[config.mk]
export PLATFORM = sky130hd
export DESIGN_NAME = adc_oversample_vref_correct_flat
export DESIGN_NICKNAME = d
export VERILOG_FILES = /design/src/rtl/aovc_pkg.sv /design/src/rtl/aovc_if.sv /design/src/rtl/aovc_div.sv /design/src/rtl/aovc_dp.sv /design/src/rtl/aovc_ctrl.sv /design/src/rtl/adc_oversample_vref_correct.sv /design/src/flat_wrapper.sv
export SDC_FILE = /design/constraint.sdc
export NUM_CORES = 1
export LEC_CHECK = 0
export BUFFER_PORTS_ARGS = -buffer_cell sky130_fd_sc_hd__buf_4
export CAP_MARGIN = 20
export CORE_ASPECT_RATIO = 1.5
export CORE_MARGIN = 2
export CORE_UTILIZATION = 23
export CTS_BUF_LIST = sky130_fd_sc_hd__clkbuf_16
export CTS_CLUSTER_SIZE = 8
export DETAILED_ROUTE_END_ITERATION = 8
export PLACE_DENSITY = 0.38
export SYNTH_ARGS = -nofsm -noshare
export SYNTH_HDL_FRONTEND = slang
export SYNTH_SLANG_ARGS = --single-unit
[constraint.sdc]
create_clock -name clk -period 7.4 [get_ports clk]
set_input_delay 2.22 -clock clk [delete_from_list [all_inputs] [get_ports clk]]
set_output_delay 2.22 -clock clk [all_outputs]
set_load 0.02 [all_outputs]
[src/rtl/aovc_pkg.sv]
// Shared constants, status codes and control structs for the ADC oversampling
// averager with reference correction. No dependencies; every other file uses it.
package aovc_pkg;

  // Sample width and derived datapath widths.
  localparam int SAMPLE_BITS = 12;
  localparam int CNT_W       = 16;
  localparam int ACC_W       = SAMPLE_BITS + CNT_W;
  localparam int CAL_W       = 12;
  localparam int MV_W        = 13;
  localparam int VAL_W       = 16;
  localparam int STAT_W      = 2;
  localparam int MUL_A_W     = (SAMPLE_BITS > MV_W) ? SAMPLE_BITS : MV_W;
  localparam int NUM_W       = MUL_A_W + CAL_W;
  localparam int DIV_W       = (ACC_W > NUM_W) ? ACC_W : NUM_W;
  // The divisor is either the pair count (up to 65536) or a reference average.
  localparam int DVS_W       = CNT_W + 1;
  localparam int DIV_CNT_W   = $clog2(DIV_W);

  // Configuration port.
  localparam int CFG_IDX_W  = 2;
  localparam int CFG_DATA_W = 16;

  localparam logic [CFG_IDX_W-1:0] REG_SAMPLE_COUNT = 2'd0;
  localparam logic [CFG_IDX_W-1:0] REG_REF_CAL      = 2'd1;
  localparam logic [CFG_IDX_W-1:0] REG_CAL_MV       = 2'd2;
  localparam logic [CFG_IDX_W-1:0] REG_MODE         = 2'd3;

  localparam logic [CNT_W-1:0] RST_SAMPLE_COUNT = 16'd1;
  localparam logic [CAL_W-1:0] RST_REF_CAL      = 12'd1638;
  localparam logic [MV_W-1:0]  RST_CAL_MV       = 13'd3300;

  // Result status codes.
  localparam logic [STAT_W-1:0] STATUS_OK       = 2'd0;
  localparam logic [STAT_W-1:0] STATUS_CONV_ERR = 2'd1;
  localparam logic [STAT_W-1:0] STATUS_REF_ZERO = 2'd2;

  // Divider operand selection.
  typedef logic [1:0] div_sel_t;
  localparam div_sel_t DSEL_REF = 2'd0;
  localparam div_sel_t DSEL_TGT = 2'd1;
  localparam div_sel_t DSEL_FIN = 2'd2;

  // Commands from the controller to the datapath.
  typedef struct packed {
    logic              acc_take;
    logic              run_clear;
    logic              div_start;
    div_sel_t          div_sel;
    logic              avg_r_load;
    logic              avg_t_load;
    logic              num_load;
    logic              res_load;
    logic [STAT_W-1:0] res_status;
  } dp_cmd_t;

  // Status from the datapath to the controller.
  typedef struct packed {
    logic run_done;
    logic div_done;
    logic avg_r_zero;
    logic out_free;
  } dp_stat_t;

endpackage

[src/rtl/aovc_if.sv]
// Valid/ready channel interfaces for sample pairs, results and register writes.
// Depends on aovc_pkg for field widths.
interface aovc_in_if;
  logic                             valid;
  logic                             ready;
  logic [aovc_pkg::SAMPLE_BITS-1:0] target_sample;
  logic [aovc_pkg::SAMPLE_BITS-1:0] reference_sample;
  logic                             sample_error;

  modport source (output valid, target_sample, reference_sample, sample_error, input ready);
  modport sink   (input valid, target_sample, reference_sample, sample_error, output ready);
endinterface

interface aovc_out_if;
  logic                        valid;
  logic                        ready;
  logic [aovc_pkg::VAL_W-1:0]  result_value;
  logic [aovc_pkg::STAT_W-1:0] result_status;

  modport source (output valid, result_value, result_status, input ready);
  modport sink   (input valid, result_value, result_status, output ready);
endinterface

interface aovc_cfg_if;
  logic                            valid;
  logic                            ready;
  logic [aovc_pkg::CFG_IDX_W-1:0]  index;
  logic [aovc_pkg::CFG_DATA_W-1:0] data;

  modport source (output valid, index, data, input ready);
  modport sink   (input valid, index, data, output ready);
endinterface

[src/rtl/aovc_div.sv]
// Shared restoring divider, one quotient bit per cycle until all DIV_W bits are formed.
// Depends on aovc_pkg for operand widths.
module aovc_div (
  input  logic                         clk,
  input  logic                         rst,
  input  logic                         start,
  input  logic [aovc_pkg::DIV_W-1:0]   dividend,
  input  logic [aovc_pkg::DVS_W-1:0]   divisor,
  output logic [aovc_pkg::DIV_W-1:0]   quotient,
  output logic                         done
);

  logic [aovc_pkg::DIV_W-1:0]     quo;
  logic [aovc_pkg::DVS_W-1:0]     rem;
  logic [aovc_pkg::DVS_W-1:0]     dvs;
  logic                           busy;
  logic [aovc_pkg::DIV_CNT_W-1:0] cnt;
  logic [aovc_pkg::DVS_W:0]       rem_shift;
  logic [aovc_pkg::DVS_W:0]       rem_diff;
  logic                           ge;
  logic [aovc_pkg::DVS_W-1:0]     rem_new;

  // One restoring step: shift in the next dividend bit and try a subtract.
  always_comb begin
    rem_shift = {rem, quo[aovc_pkg::DIV_W-1]};
    rem_diff  = rem_shift - {1'b0, dvs};
    ge        = (rem_shift >= {1'b0, dvs});
    rem_new   = ge ? rem_diff[aovc_pkg::DVS_W-1:0] : rem_shift[aovc_pkg::DVS_W-1:0];
  end

  // Iteration control.
  always_ff @(posedge clk) begin
    if (rst) begin
      busy <= 1'b0;
      done <= 1'b0;
      cnt  <= '0;
    end else begin
      done <= 1'b0;
      if (start) begin
        busy <= 1'b1;
        cnt  <= '0;
      end else if (busy) begin
        cnt <= cnt + 1'b1;
        if (cnt == aovc_pkg::DIV_CNT_W'(aovc_pkg::DIV_W - 1)) begin
          busy <= 1'b0;
          done <= 1'b1;
        end
      end
    end
  end

  // Operand and partial remainder registers; the quotient fills in from the bottom.
  always_ff @(posedge clk) begin
    if (start) begin
      quo <= dividend;
      rem <= '0;
      dvs <= divisor;
    end else if (busy) begin
      quo <= {quo[aovc_pkg::DIV_W-2:0], ge};
      rem <= rem_new;
    end
  end

  assign quotient = quo;

endmodule

[src/rtl/aovc_dp.sv]
// Datapath: configuration registers, accumulators, pair count, averages,
// multiplier, shared divider and result register. Depends on aovc_pkg, aovc_if, aovc_div.
module aovc_dp (
  input  logic                             clk,
  input  logic                             rst,
  input  aovc_pkg::dp_cmd_t                cmd,
  output aovc_pkg::dp_stat_t               stat,
  input  logic [aovc_pkg::SAMPLE_BITS-1:0] target_sample,
  input  logic [aovc_pkg::SAMPLE_BITS-1:0] reference_sample,
  aovc_cfg_if.sink                         cfg,
  aovc_out_if.source                       results
);

  logic [aovc_pkg::CNT_W-1:0]       sample_count;
  logic [aovc_pkg::CAL_W-1:0]       ref_cal;
  logic [aovc_pkg::MV_W-1:0]        cal_mv;
  logic                             mode;

  logic [aovc_pkg::ACC_W-1:0]       acc_t;
  logic [aovc_pkg::ACC_W-1:0]       acc_r;
  logic [aovc_pkg::CNT_W-1:0]       pairs;
  logic [aovc_pkg::CNT_W-1:0]       pairs_next;
  logic [aovc_pkg::CNT_W-1:0]       goal;
  logic                             run_done;

  logic [aovc_pkg::SAMPLE_BITS-1:0] avg_r;
  logic [aovc_pkg::SAMPLE_BITS-1:0] avg_t;
  logic [aovc_pkg::MUL_A_W-1:0]     mul_a;
  logic [aovc_pkg::NUM_W-1:0]       num;

  logic [aovc_pkg::DIV_W-1:0]       div_dividend;
  logic [aovc_pkg::DVS_W-1:0]       div_divisor;
  logic [aovc_pkg::DIV_W-1:0]       div_quotient;
  logic                             div_done;

  logic                             out_valid;
  logic                             out_valid_next;
  logic [aovc_pkg::VAL_W-1:0]       out_value;
  logic [aovc_pkg::STAT_W-1:0]      out_status;

  // Register writes are always taken.
  assign cfg.ready = 1'b1;

  always_ff @(posedge clk) begin
    if (rst) begin
      sample_count <= aovc_pkg::RST_SAMPLE_COUNT;
      ref_cal      <= aovc_pkg::RST_REF_CAL;
      cal_mv       <= aovc_pkg::RST_CAL_MV;
      mode         <= 1'b0;
    end else if (cfg.valid) begin
      case (cfg.index)
        aovc_pkg::REG_SAMPLE_COUNT: sample_count <= cfg.data[aovc_pkg::CNT_W-1:0];
        aovc_pkg::REG_REF_CAL:      ref_cal      <= cfg.data[aovc_pkg::CAL_W-1:0];
        aovc_pkg::REG_CAL_MV:       cal_mv       <= cfg.data[aovc_pkg::MV_W-1:0];
        aovc_pkg::REG_MODE:         mode         <= cfg.data[0];
        default: ;
      endcase
    end
  end

  // End of run: the incremented count wrapped, or reached the target (zero counts as one).
  always_comb begin
    pairs_next = pairs + 1'b1;
    goal       = (sample_count == '0) ? aovc_pkg::CNT_W'(1) : sample_count;
    run_done   = (pairs_next == '0) || (pairs_next >= goal);
  end

  assign stat.run_done = run_done;

  // Accumulators and pair count.
  always_ff @(posedge clk) begin
    if (rst || cmd.run_clear) begin
      acc_t <= '0;
      acc_r <= '0;
      pairs <= '0;
    end else if (cmd.acc_take) begin
      acc_t <= acc_t + aovc_pkg::ACC_W'(target_sample);
      acc_r <= acc_r + aovc_pkg::ACC_W'(reference_sample);
      pairs <= pairs_next;
    end
  end

  // Divider operand selection; a wrapped count divides by 65536.
  always_comb begin
    case (cmd.div_sel)
      aovc_pkg::DSEL_REF: begin
        div_dividend = aovc_pkg::DIV_W'(acc_r);
        div_divisor  = {pairs == '0, pairs};
      end
      aovc_pkg::DSEL_TGT: begin
        div_dividend = aovc_pkg::DIV_W'(acc_t);
        div_divisor  = {pairs == '0, pairs};
      end
      aovc_pkg::DSEL_FIN: begin
        div_dividend = aovc_pkg::DIV_W'(num);
        div_divisor  = aovc_pkg::DVS_W'(avg_r);
      end
      default: begin
        div_dividend = '0;
        div_divisor  = '0;
      end
    endcase
  end

  aovc_div u_div (
    .clk      (clk),
    .rst      (rst),
    .start    (cmd.div_start),
    .dividend (div_dividend),
    .divisor  (div_divisor),
    .quotient (div_quotient),
    .done     (div_done)
  );

  assign stat.div_done   = div_done;
  assign stat.avg_r_zero = (div_quotient == '0);

  // Averages and the numerator product.
  assign mul_a = mode ? aovc_pkg::MUL_A_W'(cal_mv) : aovc_pkg::MUL_A_W'(avg_t);

  always_ff @(posedge clk) begin
    if (cmd.avg_r_load) begin
      avg_r <= div_quotient[aovc_pkg::SAMPLE_BITS-1:0];
    end
    if (cmd.avg_t_load) begin
      avg_t <= div_quotient[aovc_pkg::SAMPLE_BITS-1:0];
    end
    if (cmd.num_load) begin
      num <= aovc_pkg::NUM_W'(mul_a) * aovc_pkg::NUM_W'(ref_cal);
    end
  end

  // Result register: frees on a transfer, loads when the controller finishes an item.
  assign stat.out_free = !out_valid || results.ready;

  always_comb begin
    out_valid_next = out_valid;
    if (cmd.res_load) begin
      out_valid_next = 1'b1;
    end else if (results.ready) begin
      out_valid_next = 1'b0;
    end
  end

  always_ff @(posedge clk) begin
    if (rst) begin
      out_valid <= 1'b0;
    end else begin
      out_valid <= out_valid_next;
    end
  end

  always_ff @(posedge clk) begin
    if (cmd.res_load) begin
      out_status <= cmd.res_status;
      out_value  <= (cmd.res_status == aovc_pkg::STATUS_OK) ?
                    div_quotient[aovc_pkg::VAL_W-1:0] : '0;
    end
  end

  assign results.valid         = out_valid;
  assign results.result_value  = out_value;
  assign results.result_status = out_status;

endmodule

[src/rtl/aovc_ctrl.sv]
// Controller state machine: takes sample pairs, then sequences the three
// divisions and the multiply of a finished run. Depends on aovc_pkg.
module aovc_ctrl (
  input  logic               clk,
  input  logic               rst,
  input  logic               in_valid,
  input  logic               in_error,
  output logic               in_ready,
  output aovc_pkg::dp_cmd_t  cmd,
  input  aovc_pkg::dp_stat_t stat
);

  localparam logic [2:0] S_IDLE     = 3'd0;
  localparam logic [2:0] S_REF_GO   = 3'd1;
  localparam logic [2:0] S_REF_WAIT = 3'd2;
  localparam logic [2:0] S_TGT_WAIT = 3'd3;
  localparam logic [2:0] S_MUL      = 3'd4;
  localparam logic [2:0] S_FIN_GO   = 3'd5;
  localparam logic [2:0] S_FIN_WAIT = 3'd6;
  localparam logic [2:0] S_EMIT     = 3'd7;

  logic [2:0]                  state;
  logic [2:0]                  state_next;
  logic [aovc_pkg::STAT_W-1:0] emit_status;
  logic [aovc_pkg::STAT_W-1:0] emit_status_next;

  // Next state and datapath commands.
  always_comb begin
    state_next       = state;
    emit_status_next = emit_status;
    in_ready         = 1'b0;
    cmd              = '0;
    cmd.div_sel      = aovc_pkg::DSEL_REF;
    cmd.res_status   = emit_status;
    case (state)
      S_IDLE: begin
        in_ready = 1'b1;
        if (in_valid) begin
          if (in_error) begin
            cmd.run_clear    = 1'b1;
            emit_status_next = aovc_pkg::STATUS_CONV_ERR;
            state_next       = S_EMIT;
          end else begin
            cmd.acc_take = 1'b1;
            if (stat.run_done) begin
              state_next = S_REF_GO;
            end
          end
        end
      end
      S_REF_GO: begin
        cmd.div_start = 1'b1;
        cmd.div_sel   = aovc_pkg::DSEL_REF;
        state_next    = S_REF_WAIT;
      end
      S_REF_WAIT: begin
        if (stat.div_done) begin
          cmd.avg_r_load = 1'b1;
          if (stat.avg_r_zero) begin
            cmd.run_clear    = 1'b1;
            emit_status_next = aovc_pkg::STATUS_REF_ZERO;
            state_next       = S_EMIT;
          end else begin
            // Target sum is captured by the divider on this edge, so the run can clear.
            cmd.div_start = 1'b1;
            cmd.div_sel   = aovc_pkg::DSEL_TGT;
            cmd.run_clear = 1'b1;
            state_next    = S_TGT_WAIT;
          end
        end
      end
      S_TGT_WAIT: begin
        if (stat.div_done) begin
          cmd.avg_t_load = 1'b1;
          state_next     = S_MUL;
        end
      end
      S_MUL: begin
        cmd.num_load = 1'b1;
        state_next   = S_FIN_GO;
      end
      S_FIN_GO: begin
        cmd.div_start = 1'b1;
        cmd.div_sel   = aovc_pkg::DSEL_FIN;
        state_next    = S_FIN_WAIT;
      end
      S_FIN_WAIT: begin
        if (stat.div_done) begin
          emit_status_next = aovc_pkg::STATUS_OK;
          state_next       = S_EMIT;
        end
      end
      S_EMIT: begin
        if (stat.out_free) begin
          cmd.res_load = 1'b1;
          state_next   = S_IDLE;
        end
      end
      default: begin
        state_next = S_IDLE;
      end
    endcase
  end

  always_ff @(posedge clk) begin
    if (rst) begin
      state       <= S_IDLE;
      emit_status <= aovc_pkg::STATUS_OK;
    end else begin
      state       <= state_next;
      emit_status <= emit_status_next;
    end
  end

endmodule

[src/rtl/adc_oversample_vref_correct.sv]
// A pair that does not end a run is added to the sums. A failed pair gives an error result
// through the emit state and the result register. A pair that ends a run gives its result
// after three passes through the shared one-bit-per-cycle divider, or one pass if the
// reference average is zero. Throughput: one pair per cycle inside a run; after the last
// pair no new pair is taken until its result is loaded. Reset (synchronous, rst high)
// restores the register defaults, clears the run and the result register.
module adc_oversample_vref_correct (
  input  logic        clk,
  input  logic        rst,
  aovc_in_if.sink     samples,
  aovc_out_if.source  results,
  aovc_cfg_if.sink    cfg
);

  aovc_pkg::dp_cmd_t  cmd;
  aovc_pkg::dp_stat_t stat;

  // Sequencing of accumulation and the end-of-run arithmetic.
  aovc_ctrl u_ctrl (
    .clk      (clk),
    .rst      (rst),
    .in_valid (samples.valid),
    .in_error (samples.sample_error),
    .in_ready (samples.ready),
    .cmd      (cmd),
    .stat     (stat)
  );

  // Registers, sums, divider and the result stage.
  aovc_dp u_dp (
    .clk              (clk),
    .rst              (rst),
    .cmd              (cmd),
    .stat             (stat),
    .target_sample    (samples.target_sample),
    .reference_sample (samples.reference_sample),
    .cfg              (cfg),
    .results          (results)
  );

endmodule

[src/flat_wrapper.sv]
// flat-port wrapper written by rule: the top's interface ports become plain ports
module adc_oversample_vref_correct_flat 
  (clk, rst, samples_valid, samples_target_sample, samples_reference_sample, samples_sample_error, samples_ready, results_valid, results_result_value, results_result_status, results_ready, cfg_valid, cfg_index, cfg_data, cfg_ready);
  aovc_in_if samples_i ();
  aovc_out_if results_i ();
  aovc_cfg_if cfg_i ();
  input  logic clk;
  input  logic rst;
  input wire logic [$bits(samples_i.valid)-1:0] samples_valid;
  input wire logic [$bits(samples_i.target_sample)-1:0] samples_target_sample;
  input wire logic [$bits(samples_i.reference_sample)-1:0] samples_reference_sample;
  input wire logic [$bits(samples_i.sample_error)-1:0] samples_sample_error;
  output wire logic [$bits(samples_i.ready)-1:0] samples_ready;
  output wire logic [$bits(results_i.valid)-1:0] results_valid;
  output wire logic [$bits(results_i.result_value)-1:0] results_result_value;
  output wire logic [$bits(results_i.result_status)-1:0] results_result_status;
  input wire logic [$bits(results_i.ready)-1:0] results_ready;
  input wire logic [$bits(cfg_i.valid)-1:0] cfg_valid;
  input wire logic [$bits(cfg_i.index)-1:0] cfg_index;
  input wire logic [$bits(cfg_i.data)-1:0] cfg_data;
  output wire logic [$bits(cfg_i.ready)-1:0] cfg_ready;
  assign samples_i.valid = samples_valid;
  assign samples_i.target_sample = samples_target_sample;
  assign samples_i.reference_sample = samples_reference_sample;
  assign samples_i.sample_error = samples_sample_error;
  assign samples_ready = samples_i.ready;
  assign results_valid = results_i.valid;
  assign results_result_value = results_i.result_value;
  assign results_result_status = results_i.result_status;
  assign results_i.ready = results_ready;
  assign cfg_i.valid = cfg_valid;
  assign cfg_i.index = cfg_index;
  assign cfg_i.data = cfg_data;
  assign cfg_ready = cfg_i.ready;
  adc_oversample_vref_correct u_core (.clk(clk), .rst(rst), .samples(samples_i), .results(results_i), .cfg(cfg_i));
endmodule
==> impl_metrics.json <==
{
  "nFillCells": 8420,
  "dr.first_iter.drc_count": 729,
  "drv_slew": 0,
  "root_buffer": "clkbuf_16",
  "core_sq_mm": 0.0785,
  "critPathSlowestCell": "fa_1",
  "numCtsBuffers": 38,
  "yosysTopAreaCellShare": 0.185,
  "synthTopCellsByArea": "edfxtp_1 (19%), dfxtp_1 (16%), fa_1 (12%), ha_1 (8.5%), nand2_1 (6.8%)",
  "critPathRequiredTime_ns": 7.67,
  "yosysUniqueCellTypes": 71,
  "path_clk_slew_ns": 0.05,
  "wirelength_um": 56600,
  "dr_total_vias": 14200,
  "multi_input_area_sq_mm": 0.0108,
  "port_buffers": 67,
  "synth_seq_area_share": 0.344,
  "synth_top_cell_by_area": "edfxtp_1",
  "syn_area_sq_mm": 0.0182,
  "gr-total-overflow": 0,
  "cts.path.max_buffers": 3,
  "grt_max_degree": 58,
  "clock_skew_ns": 0.0304,
  "final-hold-violation-count": 0,
  "ys_ff_latch": 256,
  "critPathKind": "register to register",
  "antenna_left": 0,
  "dp_hpwl_um": 43200,
  "via_per_inst": 4.57,
  "synthFlopType": "dfxtp_1",
  "die_area_sq_mm": 0.0813,
  "dr.pass1.iters": 5,
  "arrival_ns": 6.45,
  "cts.repair.resized": 0,
  "synth_fp_nets": 2316,
  "cp_common_cell": "fa_1",
  "htreeDepth": 2,
  "synth_common_cells": "nand2_1 (327), inv_1 (200), dfxtp_1 (144)",
  "endpoint_kind": "register",
  "start_util": 0.232,
  "crit_path_cell_trace": "buf_4, mux2_2, and2_1, fa_1, inv_1, fa_1, inv_1, fa_1, fa_1, inv_1, fa_1, inv_1, ha_1, a21o_1, a21oi_1, o21ai_0, a21o_1, a21oi_1, mux2i_1, nand4_1",
  "holdBufCountCts": 0,
  "status": "finished clean",
  "setup_viol_count_final": 0,
  "die_w_um": 234,
  "track_usage": 0.139,
  "worst_hold_slack_ns": 0.469,
  "grt_pass1_vias": 14700,
  "synth_most_common_cell": "nand2_1",
  "postCtsSetupRepairBufs": 0,
  "worst_pin_slew_ns": 1.03,
  "pre_cts_slack_ns": 1.25,
  "synth.avg_cell_area_sq_um": 8.95,
  "cts_sinks": 256,
  "cap_violations": 0,
  "p_leak_nw": 8.62,
  "max_clock_freq_mhz": 162,
  "drive_above_1_share": 0.0788,
  "path_max_fanout": 15,
  "synth_warnings": 0,
  "syn2layout_area_growth_pct": 14.7,
  "wl_per_cell_um": 18.2,
  "synthCells": 2032,
  "maxSlewHeadroom": 0.308,
  "gp_congestion": 0.804,
  "die_y_um": 348,
  "cts_tree": "yes",
  "clock_latency_ns": 0.57,
  "start_kind": "register",
  "drc": 0,
  "final.setup.tns_ns": 0,
  "regArea_sq_mm": 0.00625,
  "antenna_found_initial": 4,
  "ir_drop_uv": 123,
  "nNetsFinal": 2340,
  "rsz0062_at_grt": "no",
  "worst_slack_ns": 1.22,
  "power_density_mw_per_mm2": 300,
  "ios": 69,
  "async_reset_ff_frac": 0,
  "min_path_type": "register to register",
  "period_needed_ns": 6.18,
  "critical-path-max-stage-delay_ns": 0.61,
  "post-route-period-util": 0.835,
  "fp-row-count": 126,
  "grt_pass1_wl_um": 87000,
  "synth_edf_count": 112
}
-- cells in the final DEF, fill, tap and decap left out, drive strengths merged, types with 8 or more instances in the layout --
master and count:
nand2 327, inv 221, dfxtp 144, a21oi 144, ha 123, nor2 117
fa 113, edfxtp 112, buf 89, and2 68, nand3 61, o21ai 60
xnor2 53, clkbuf 39, xor2 32, nor2b 31, nor3 30, a21o 28
a221o 25, and3 24, or3 22, a211oi 21, nand2b 19, nor4 18
nand4 16, nand3b 14, mux2i 13, mux2 12, a31oi 12, o21a 10
nor3b 8
-- cell type report --
cell class              instances  share of cell area
multi-input cells            1471               0.518
flip-flops and latches        256               0.300
well taps                    1024              0.0615
clock buffers                  39              0.0468
inverters                     200              0.0360
repair buffers                 89              0.0321
clock inverters                27             0.00606
diodes                          1            0.000120
-- power breakdown --
group	switching [mW]	total (mW)	internal [mW]
Clock	0.675	1.62	0.945
Combinational	1.42	2.44	1.02
Sequential	0.303	2.18	1.88
Total	2.40	6.24	3.84
-- cell families after synthesis --
| family | after synthesis | synth area share |
|---|---|---|
| muxes | 25 | 0.0146 |
| and+or+nand+nor | 771 | 0.204 |
| xor gates and xnor gates | 85 | 0.0410 |
| buffers and inverters | 305 | 0.0644 |
| DFF | 256 | 0.344 |
| AOI/OAI and AO/OA | 353 | 0.123 |
| adders and majority gates | 236 | 0.209 |
| other | 1 | 0.000206 |
-- worst max-delay path: cells and delay by family, from the launching register on --
| family | cells | cell delay, ns |
|---|---|---|
| AO/OA/AOI/OAI | 5 | 0.86 |
| AND/OR/NAND/NOR | 2 | 0.31 |
| adder cells (fa/ha/maj) | 6 | 3.04 |
| flip-flops | 1 | 0.50 |
| buffers and inverters | 5 | 0.49 |
| multiplexers | 2 | 0.70 |
-- metrics by stage --
stage                     utilization  total power [mW]  instance area (sq um)  std cells
after floorplan                     -              3.92                  18200       2032
after global placement          0.251              4.68                  19700       3039
after detailed placement        0.251              4.69                  19700       3040
after CTS                       0.265              6.36                  20800       3106
after global routing            0.265              6.72                  20800       3106
final                           0.266              6.24                  20800       3107
-- state kept, by name (all words and copies together) (netlist names), 13 cells and up --
signal and flops:
u_core.u_dp.acc_r 28, u_core.u_dp.u_div.rem 17, u_core.u_dp.u_div.dvs 17, u_core.u_dp.sample_count 16, u_core.u_dp.acc_t 28, u_core.u_dp.u_div.quotient 28, u_core.u_dp.cal_mv 13, u_core.u_dp.num 25
u_core.u_dp.results.result_value 16, u_core.u_dp.pairs 16
-- layer usage --
metal,vias to the layer above,wire [um],global-route usage
li1,6929,-,-
met1,6939,22900,0.163
met2,265,30400,0.261
met3,77,1880,0.0171
met4,4,1400,0.0430
met5,-,26,0
-- final timing paths --
kind	from	cells after the start	slack (ns)	endpoint
max	u_core.u_dp.mode	20	1.22	u_core.u_dp.num[24]
min	u_core.u_dp.cal_mv[3]	2	0.47	u_core.u_dp.cal_mv[3]
max reg2reg	u_core.u_dp.mode	20	1.22	u_core.u_dp.num[24]
min reg2reg	u_core.u_dp.cal_mv[3]	2	0.47	u_core.u_dp.cal_mv[3]
Note: power is estimated with default switching activity, not from simulation.
